File: src/sks_pkg.sv
// sorted key set package: sizes, command codes, state encoding and the
// control word broadcast to the row of cells
// no dependencies
package sks_pkg;

  localparam int CAPACITY = 64;
  localparam int KEY_W    = 64;
  localparam int CMD_W    = 2;
  localparam int CNT_W    = $clog2(CAPACITY + 1);

  typedef enum logic [CMD_W-1:0] {
    CMD_CLEAR  = 2'd0,
    CMD_ADD    = 2'd1,
    CMD_REMOVE = 2'd2,
    CMD_QUERY  = 2'd3
  } cmd_t;

  typedef enum logic [1:0] {
    S_IDLE,
    S_CMP,
    S_APPLY
  } state_t;

  typedef struct packed {
    logic             cmp_en;
    logic             ins_en;
    logic             rem_en;
    logic [KEY_W-1:0] key;
  } cell_ctrl_t;

endpackage

File: src/sks_cell.sv
// one storage cell of the sorted key set: holds a key, compares it with the
// broadcast key and shifts to or from its neighbors
// depends on sks_pkg
module sks_cell (
  input  logic                       clk,
  input  sks_pkg::cell_ctrl_t        ctrl,
  input  logic                       occupied,
  input  logic                       left_lt,
  input  logic [sks_pkg::KEY_W-1:0]  left_key,
  input  logic [sks_pkg::KEY_W-1:0]  right_key,
  output logic [sks_pkg::KEY_W-1:0]  key_out,
  output logic                       lt,
  output logic                       eq
);
  import sks_pkg::*;

  logic [KEY_W-1:0] key_q;
  logic             lt_q;
  logic             eq_q;

  always_ff @(posedge clk) begin
    if (ctrl.cmp_en) begin
      lt_q <= occupied && (key_q < ctrl.key);
      eq_q <= occupied && (key_q == ctrl.key);
    end
    if (ctrl.ins_en && !lt_q) begin
      key_q <= left_lt ? ctrl.key : left_key;
    end else if (ctrl.rem_en && !lt_q) begin
      key_q <= right_key;
    end
  end

  assign key_out = key_q;
  assign lt      = lt_q;
  assign eq      = eq_q;

endmodule

File: config.mk
export PLATFORM = sky130hd
export DESIGN_NAME = sks_cell
export DESIGN_NICKNAME = d
export VERILOG_FILES = /design/src/sks_pkg.sv /design/src/sks_cell.sv
export SDC_FILE = /design/constraint.sdc
export NUM_CORES = 1
export LEC_CHECK = 0
export CAP_MARGIN = 40
export CELL_PAD_IN_SITES_DETAIL_PLACEMENT = 0
export CELL_PAD_IN_SITES_GLOBAL_PLACEMENT = 2
export CORE_MARGIN = 1.5
export CORE_UTILIZATION = 36
export CTS_CLUSTER_DIAMETER = 50
export DETAILED_ROUTE_END_ITERATION = 16
export DONT_BUFFER_PORTS = 1
export PLACE_DENSITY = 0.78
export RECOVER_POWER = 100
export SETUP_SLACK_MARGIN = 0.02
export SLEW_MARGIN = 20
export SYNTH_ARGS = -nofsm -noshare
export SYNTH_HDL_FRONTEND = slang
export SYNTH_SLANG_ARGS = --single-unit
File: constraint.sdc
create_clock -name clk -period 4.9 [get_ports clk]
set_clock_uncertainty 0.05 [all_clocks]
set_input_delay 0 -clock clk [delete_from_list [all_inputs] [get_ports clk]]
set_output_delay 0 -clock clk [all_outputs]
set_load 0.005 [all_outputs]
==> impl_results.md <==
- Status: finished with violations
- Failing checks: capacitance limit, slew limit
- Syn_nets: 772
- Most used flip-flop cell after synthesis: edfxtp_1
- Full die area: 14500 µm²
- Final setup fails: 0
- Worst Path Buf+Inv: 2
- Vias in the first global route: 4395
- Crit start category: flop
- WP data arrival: 3260 ps
- Nets: 896
- Fmax: 310 MHz
- CP peak stage delay: 1400 ps
- Chip Height: 120 µm
- Register share of total power: 39.2%
- H-tree lvl count: 3
- Net Sw Power: 0.493 mW
- Global-route wire length before repair: 21.8 mm
- Power Density: 283 nW/µm²
- Final Cycle Share: 65.8%
- Congestion Overflow GR: 0
- Internal power: 1.42 mW
- Rel. slew slack: -24.8%
- Row count: 42
- Synth area leader: edfxtp_1
- Final Max Tran Viols: 58
- Post-route ant nets: 0
- Clk pwr share: 38.9%
- VDD IR-drop max: 242 µV
- Hold path depth: 3
- Starting Density: 37.1%
- Layout area overhead: 36.8%
- Netlist cell types: 29
- Port-buffer cells: 0
- Post-place setup slack: 2450 ps
- Wire per inst: 17.4 µm
- Die X-Extent: 120 µm
- Register Area: 1980 µm²
- Hold Crit Class: in2reg
- IO Pins: 264
- Ant diodes: 0
- Post-Route WL: 14.2 mm
- Total track usage: 19.4%
- CTS tree: built
- Layout cells sized above 1: 3.76%
- Worst Reg-to-Reg Cells: 4
- Final Hold Viols: 0
- Min Tclk post-route: 3230 ps
- Via-per-instance ratio: 5.17
- Drt initial violations: 120
- Post-DP HPWL: 10.1 mm
- CP max-delay cell: nand2b_1
- R2r endpoint: key_out[54]
- Setup CP Type: reg2reg
- Clock transition at path regs: 60 ps
- GPL Wtd Cong: 0.799
- Root Driver: clkbuf_16
- Worst-Margin Slew: 1870 ps
- Cells after Synth: 510
- Syn avg cell area: 9.71 µm²
- Unrepaired setup endpoints after global routing: no
- Max Cap Violations: 2
- Detailed-route DRC error count: 0
- Post-synth ARST share: 0%
- Kind of cell adding the most delay to the critical path: simple AND/OR/NAND/NOR gates
- Leak: 3.13 nW
- FILL cells: 1195
- TritonCTS Buffers: 9
- Sw frac: 25.7%
- Fin Setup TNS: 0 ps
- Worst-path fanout max: 71
- R2R Path Start: lt
- Worst path required time: 4930 ps
- Clock buffer depth: 2
- R2r setup slk: 1670 ps
- Critical path cell sequence: nand2b_1, buf_16, o21ai_0, dlygate4sd3_1
- Register bit count reported by yosys: 66
- Clk_lat worst skew: 340 ps
- Mapped Area: 4950 µm²
- Post-CTS repair timing setup buffer count: 0
- Share of the synthesized area in the top cell type: 40.0%
- Design Area, Final: 6770 µm²
- Hold path endpoint: eq
- EDFF count, synth: 66
- Via Count: 4217
- HP Start: occupied
- Synth Warn #: 0
- Initial antenna violation count: 0
- Drt first pass iters: 5
- Gate power share: 21.9%
- Multi-input gate area: 2610 µm²
- DP Area: 5190 µm²
- Final WS setup: 1670 ps
- Crit end category: flop
- CORE AREA: 13300 µm²
- Register area share after synthesis: 40.0%
- # clock sinks: 66
- Largest net degree at the start of global routing: 72
- Area contributors post-synth: edfxtp_1 (40%), ha_1 (16%), mux2i_1 (13%), o21ai_0 (7.1%), nand2_1 (6.0%)
## placed cells by master (no fill, tap or decap)
master	netlist	layout
dlygate4sd3_1	0	130
nand2_1	79	79
o21ai_0	70	70
inv_1	67	67
edfxtp_1	66	66
mux2i_1	64	64
ha_1	64	64
a21oi_1	26	26
nand4_1	9	9
clkbuf_16	0	9
nand3_1	7	7
a21o_1	7	7
nor2_1	6	6
nand4_2	4	4
nor4_1	1	3
a221oi_1	3	3
bufinv_16	0	3
a2111oi_0	2	2
nor3_1	2	2
clkinvlp_4	0	2
buf_16	0	2
nand2b_1	1	1
nand4_4	1	1
nor4_4	2	1
o21a_1	1	1
o22ai_1	1	1
o2111ai_1	1	1
nand4b_1	1	1
a211oi_1	1	1
o211ai_1	1	1
and3_1	1	1
clkinv_1	0	1
clkinv_4	0	1
clkbuf_1	13	1
buf_4	0	1
## state kept, by name, indices dropped and copies added (netlist names)
name and cells:
lt 1, key_out 64, eq 1
## through the flow
| step | total power, mW | std cells | utilization (%) | hold slack, ps |
|---|---|---|---|---|
| 6_report | 1.92 | 815 | 50.7 | 38.3 |
| 5_1_grt | 2.02 | 815 | 50.7 | 62.4 |
| 4_1_cts | 1.94 | 815 | 51.2 | 20.4 |
| 3_5_place_dp | 1.07 | 669 | 38.9 | 62.8 |
| 3_3_place_gp | 1.05 | 666 | 38.3 | 62.8 |
| 2_1_floorplan | 0.989 | 510 | - | 62.5 |
## cell families (layout without fill, tap and decap cells)
kind of cell / Yosys count / in the layout / share of synthesized area, %
simple gates: 115 / 115 / 11.6
compound gates: 113 / 113 / 12.4
buf+inv: 88 / 217 / 6.87
flops: 66 / 66 / 40.0
fa+ha+maj: 64 / 64 / 16.2
mux: 64 / 64 / 12.9
## area by class of cell
cell class | count | area share (%)
multi-input cells | 356 | 38.5
clock buffers | 9 | 3.33
flip-flops and latches | 66 | 29.3
well taps | 176 | 3.25
inverters | 67 | 3.71
repair buffers | 134 | 20.2
clock inverters | 7 | 1.74
## routing by layer
| layer | vias up | wire [µm] | GRT usage (%) |
|---|---|---|---|
| li1 | 2076 | - | - |
| met1 | 1955 | 5330 | 20.1 |
| met2 | 163 | 7510 | 36.1 |
| met3 | 23 | 1040 | 6.93 |
| met4 | 0 | 309 | 6.84 |
| met5 | - | 0 | 0 |
## tightest hold or removal path, cell delays in order
cell,delay (ps)
nand3_1,60
nor2_1,100
and3_1,160
## synthesized netlist by cell type, types with 7 or more instances
master	instances
a21o_1	7
a21oi_1	26
buf_2	8
clkbuf_1	13
edfxtp_1	66
ha_1	64
inv_1	67
mux2i_1	64
nand2_1	79
nand3_1	7
nand4_1	9
o21ai_0	70
## timing repair
| action | 4_1_cts | 5_1_grt |
|---|---|---|
| hold buffers | 130 | 0 |
| resized for setup | 0 | 0 |
| setup endpoints to repair | 0 | 0 |
| hold endpoints to repair | 69 | 0 |
## worst max-delay path by stage
stage	to	cells past startpoint	startpoint
2_1_floorplan	key_out[0]	1	lt
3_3_place_gp	lt	7	key_out[58]
3_5_place_dp	lt	7	key_out[58]
4_1_cts	lt	7	key_out[58]
5_1_grt	key_out[1]	4	lt
6_report	key_out[54]	4	lt
## power groups by stage
stage / Combinational [mW] / Sequential (mW) / Clock [mW]
2_1_floorplan: 0.242 / 0.747 / 0
3_5_place_dp: 0.306 / 0.765 / 0
3_3_place_gp: 0.284 / 0.764 / 0
5_1_grt: 0.476 / 0.758 / 0.790
4_1_cts: 0.424 / 0.753 / 0.767
6_report: 0.419 / 0.752 / 0.746
No activity file was read; power rests on OpenSTA's default activity.
