[src/sks_pkg.sv]
// sorted key set package: sizes, command codes, state encoding and the
// control word broadcast to the row of cells
// no dependencies
package sks_pkg;

  localparam int CAPACITY = 64;
  localparam int KEY_W    = 64;
  localparam int CMD_W    = 2;
  localparam int CNT_W    = $clog2(CAPACITY + 1);

  typedef enum logic [CMD_W-1:0] {
    CMD_CLEAR  = 2'd0,
    CMD_ADD    = 2'd1,
    CMD_REMOVE = 2'd2,
    CMD_QUERY  = 2'd3
  } cmd_t;

  typedef enum logic [1:0] {
    S_IDLE,
    S_CMP,
    S_APPLY
  } state_t;

  typedef struct packed {
    logic             cmp_en;
    logic             ins_en;
    logic             rem_en;
    logic [KEY_W-1:0] key;
  } cell_ctrl_t;

endpackage

[src/sks_encode.sv]
// turns the row of less-than and equal flags into the ordered position and
// the presence bit
// depends on sks_pkg
module sks_encode (
  input  logic [sks_pkg::CAPACITY-1:0] lt,
  input  logic [sks_pkg::CAPACITY-1:0] eq,
  output logic [sks_pkg::CNT_W-1:0]    position,
  output logic                         present
);
  import sks_pkg::*;

  logic [CAPACITY:0] edges;

  // less-than flags form a run of ones from cell 0, so the edge is one-hot
  always_comb begin
    edges[0] = !lt[0];
    for (int i = 1; i < CAPACITY; i++) begin
      edges[i] = lt[i-1] && !lt[i];
    end
    edges[CAPACITY] = lt[CAPACITY-1];
  end

  always_comb begin
    position = '0;
    for (int i = 0; i <= CAPACITY; i++) begin
      position = position | (edges[i] ? CNT_W'(i) : '0);
    end
  end

  assign present = |eq;

endmodule

[config.mk]
export PLATFORM = sky130hd
export DESIGN_NAME = sks_encode
export DESIGN_NICKNAME = d
export VERILOG_FILES = /design/src/sks_pkg.sv /design/src/sks_encode.sv
export SDC_FILE = /design/constraint.sdc
export NUM_CORES = 1
export LEC_CHECK = 0
export ABC_AREA = 1
export BUFFER_PORTS_ARGS = -buffer_cell sky130_fd_sc_hd__buf_2
export CORE_UTILIZATION = 35
export DETAILED_ROUTE_END_ITERATION = 10
export PLACE_DENSITY = 0.84
export SLEW_MARGIN = 20
export SYNTH_ARGS = -nofsm -noshare
export SYNTH_HDL_FRONTEND = slang
export SYNTH_SLANG_ARGS = --single-unit
export TNS_END_PERCENT = 30
[constraint.sdc]
create_clock -name vclk -period 0.8
set_input_delay 0.04 -clock vclk [all_inputs]
set_output_delay 0.04 -clock vclk [all_outputs]
set_load 0.02 [all_outputs]
==> results of run 1 <==
## per-stage QoR
stage | utilization | std cells | total power (µW) | worst slack, ns
2_1_floorplan | - | 297 | 374 | 0.148
3_3_place_gp | 0.611 | 476 | 762 | -0.0716
3_5_place_dp | 0.611 | 476 | 774 | -0.109
4_1_cts | 0.653 | 477 | 835 | -0.0348
5_1_grt | 0.701 | 477 | 1050 | -0.158
6_report | 0.701 | 477 | 940 | -0.0870
## area by class of cell
class              instances  share of cell area
inverters                 60               0.104
multi-input cells        236               0.496
well taps                 44              0.0255
repair buffers           137               0.374
## synthesized netlist by cell type, drive strengths merged
library cell,number
buf,1
inv,60
nand2,148
nor2,84
o21ai,4
## routing by layer
layer | vias to the layer above | global-route usage | share of wire
met4 | 0 | 0.00680 | 0.013
met2 | 66 | 0.398 | 0.51
met3 | 6 | 0.00655 | 0.044
met5 | - | 0 | 0
met1 | 854 | 0.299 | 0.43
li1 | 1112 | - | -
## where the power goes
group	total (µW)	switching, µW	leakage, µW	internal (µW)
clock network	0	0	0	0
registers	0	0	0	0
logic	940	479	0.00141	461
## worst paths after layout
check                      to  slack, ns  depth (start not counted)
hold / removal    position[6]       0.30                          2
setup / recovery  position[1]      -0.09                         10
## critical path, stage by stage
cell and delay, ns:
buf_6 0.07, inv_2 0.03, nand2_2 0.07, buf_4 0.10
nand2_1 0.05, nor2_1 0.10, nand2_1 0.08, nor2_1 0.09
nand2_1 0.07, buf_6 0.13
## cells by family (layout without fill, tap and decap cells)
| logic type | count (synthesis) | count (layout) | synth area share |
|---|---|---|---|
| buffers and inverters | 61 | 197 | 0.202 |
| AO/OA/AOI/OAI | 4 | 4 | 0.0173 |
| AND/OR/NAND/NOR | 232 | 232 | 0.781 |
## repair_timing
| action | CTS | global route |
|---|---|---|
| resized for setup | 40 | 50 |
| pin swaps | 32 | 43 |
| setup endpoints to repair | 7 | 7 |
| hold endpoints to repair | 0 | 0 |
| setup buffers | 1 | 0 |
| gates cloned | 0 | 0 |
| hold buffers | 0 | 0 |
==> impl_metrics.csv, run 1 <==
group,metric,value,unit
run_status,run_status,"finished with violations",
run_status,failed_checks,"negative setup slack",
floorplan,start_util,0.375,
finish,multiInputGateArea,0.00107,mm²
route,firstDrtPassIters,4,
timing,worst_slack,-0.0870,ns
finish,drive_above_1_share,0.471,
synthesis,synthesis.area,0.00115,mm²
timing,maxSlewHeadroom,0.883,
finish,final_common_cell,"buf_2",
global_routing,grt_overflow,0,
job,drv_cap,0,
timing,rsz0062_at_grt,"yes",
finish,numSequentialCells,0,
route,drcViolationCount,0,
global_routing,first_global_vias,1650,
synthesis,syn-num-nets,425,
finish,area_growth,87.1,%
finish,final_nets,563,
global_routing,antenna_found_initial,0,
global_routing,track_usage,0.219,
timing,hold_viol,0,
global_routing,grt_pass1_wl,6.18,mm
global_routing,grt_max_degree,3,
placed_design,hpwl,3.62,mm
min_path,hold_class,"input port to primary output",
timing,period_share,1.11,
critical_path,crit_type,"input port to primary output",
timing,period_needed,0.887,ns
placed_design,io_buffers,136,
route,num_vias,2038,
floorplan,fp-row-count,20,
floorplan,die_y,59.4,µm
synthesis,synthCells,297,
finish,stdcell_area,0.00216,mm²
floorplan,die_w,59.4,µm
route,ant_nets,0,
synthesis,ys_seq_area_frac,0,
min_path,min-delay-start,"lt[63]",
route,drtIter0Drc,50,
power_and_ir_drop,cellLeakagePower,0.00141,µW
synthesis,synthTopCellsByArea,"nand2_1 (46%), nor2_1 (26%), inv_1 (20%)",
timing,tightest_slew,0.175,ns
timing,fin_hold_ws,0.298,ns
critical_path,crit_path_max_fanout,2,
synthesis,ys_warn_count,0,
finish,regArea,0,µm²
critical_path,worstPathRequired,0.76,ns
timing,setup_tns,-0.370,ns
floorplan,coreArea,0.00308,mm²
timing,drv_slew,0,
finish,nFillCells,303,
critical_path,cp-start-kind,"input port",
finish,clock_buffers,0,
timing,setup_violations,7,
finish,antenna_cells,0,
synthesis,yosys.area.top_type_share,0.462,
floorplan,io_pins,136,
floorplan,die-area,0.00353,mm²
power_and_ir_drop,powerDensity,435,mW/mm²
critical_path,cp.arrival,0.85,ns
critical_path,worst_setup_path_end_kind,"primary output",
placed_design,gp_congestion,0.856,
synthesis,synth_top_area_cell,"nand2_1",
timing,max_freq,1130,MHz
route,wl_per_cell,9.34,µm
synthesis,yosys.cell_types.count,9,
critical_path,crit_start,"lt[23]",
finish,final_cell_mix,"buf_2 (117), nand2_1 (110), nor2_1 (65)",
route,viasPerCell,4.27,
route,wl,4.45,mm
power_and_ir_drop,peakVddDrop,0.211,mV
synthesis,avgSynthCellArea,3.88,µm²
placed_design,place_area,0.00188,mm²
Note: power is estimated with default switching activity, not from simulation.
==> run 2: changes to the inputs <==
- clock period: 0.8 -> 1 ns (I/O delays scaled with it)
==> run 2 against run 1 <==
Effect of this change: the flow now finishes without violations; sequential share of layout area unchanged; sequential cell count unchanged; cell area decreased by 12%; hold slack improved by 0.035 ns; routed wire length decreased by 13%; critical path type unchanged; largest power group unchanged.
==> impl_metrics.csv, run 2 (synthesis results as in run 1) <==
group,metric,value,unit
timing,setup_violations,0,
floorplan,die_w,59.4,µm
route,viasPerCell,4.09,
critical_path,worst_setup_path_end_kind,"primary output",
power_and_ir_drop,total_power,631,µW
route,num_vias,1949,
finish,final_cell_mix,"nand2_1 (139), buf_2 (135), nor2_1 (78)",
power_and_ir_drop,peakVddDrop,0.151,mV
critical_path,crit_type,"input port to primary output",
critical_path,cp-start-kind,"input port",
placed_design,gp_congestion,0.856,
timing,period_share,0.913,
clock_network,hold_buffers,0,
finish,clock_buffers,0,
floorplan,coreArea,0.00308,mm²
placed_design,io_buffers,136,
route,ant_nets,0,
floorplan,fp-row-count,20,
power_and_ir_drop,powerDensity,331,mW/mm²
global_routing,grt_overflow,0,
finish,area_growth,65.2,%
min_path,hold_class,"input port to primary output",
finish,final_nets,562,
timing,hold_viol,0,
route,drtIter0Drc,98,
global_routing,grt_pass1_wl,5.83,mm
route,wl,3.85,mm
finish,numSequentialCells,0,
run_status,run_status,"finished clean",
route,firstDrtPassIters,4,
finish,regArea,0,µm²
timing,maxSlewHeadroom,0.850,
finish,antenna_cells,0,
global_routing,grt_max_degree,3,
global_routing,antenna_found_initial,0,
floorplan,io_pins,136,
global_routing,track_usage,0.204,
critical_path,worstPathRequired,0.95,ns
power_and_ir_drop,cellLeakagePower,0.00134,µW
placed_design,hpwl,3.61,mm
timing,tightest_slew,0.223,ns
critical_path,cp.arrival,0.86,ns
timing,max_freq,1100,MHz
job,drv_cap,0,
finish,nFillCells,342,
finish,final_common_cell,"nand2_1",
floorplan,die-area,0.00353,mm²
route,wl_per_cell,8.09,µm
timing,setup_tns,0,ns
floorplan,start_util,0.375,
timing,rsz0062_at_grt,"no",
finish,drive_above_1_share,0.352,
route,drcViolationCount,0,
global_routing,first_global_vias,1563,
timing,drv_slew,0,
critical_path,crit_path_max_fanout,2,
timing,period_needed,0.913,ns
floorplan,die_y,59.4,µm
## run 2: cell count changes in the layout (fill, tap and decap cells not counted), sizes merged
cell	change
buf	-1
## run 2: timing repair
action,CTS,global route
endpoints found under the hold margin,0,0
resized for setup,0,8
setup endpoints to repair,0,3
setup buffers,0,0
## run 2: worst max-delay path, cell delays in order
cell	delay, ns
buf_2	0.08
inv_1	0.07
nand2_2	0.09
nand2_2	0.07
nor2_4	0.08
nand2_1	0.07
nor2_2	0.14
nand2_1	0.06
buf_4	0.16
## run 2: metal layers
| metal | up-vias | GRT usage | share of wire | routed length, µm |
|---|---|---|---|---|
| li1 | 1114 | - | - | - |
| met1 | 771 | 0.292 | 0.47 | 1830 |
| met2 | 64 | 0.360 | 0.47 | 1820 |
| met3 | 0 | 0.00218 | 0.053 | 205 |
| met4 | 0 | 0 | 0 | 0 |
| met5 | - | 0 | 0 | 0 |
## run 2: report_power, final
part | total [µW] | switching [µW] | internal, µW
combinational | 631 | 320 | 311
clock | 0 | 0 | 0
sequential | 0 | 0 | 0
total | 631 | 320 | 311
## run 2: final timing paths
check             startpoint     endpoint  slack (ns)  depth (start not counted)
hold / removal        lt[63]  position[6]        0.33                          2
setup / recovery      lt[31]  position[4]        0.09                          9
## run 2: final cells by class
cell class	instances	area, µm²	share of cell area
timing repair buffer	136	683	0.359
tap	44	55.1	0.0289
multi-input combinational	236	942	0.494
inverter	60	225	0.118
## run 2: metrics by stage
stage	setup WS [ns]	area, µm²	hold slack, ns	util	cells
6_report	0.0870	1910	0.333	0.619	476
5_1_grt	0.00879	1910	0.341	0.619	476
4_1_cts	0.0539	1880	0.332	0.611	476
3_5_place_dp	0.0583	1880	0.332	0.611	476
3_3_place_gp	0.108	1880	0.331	0.611	476
2_1_floorplan	0.328	1150	0.213	-	297
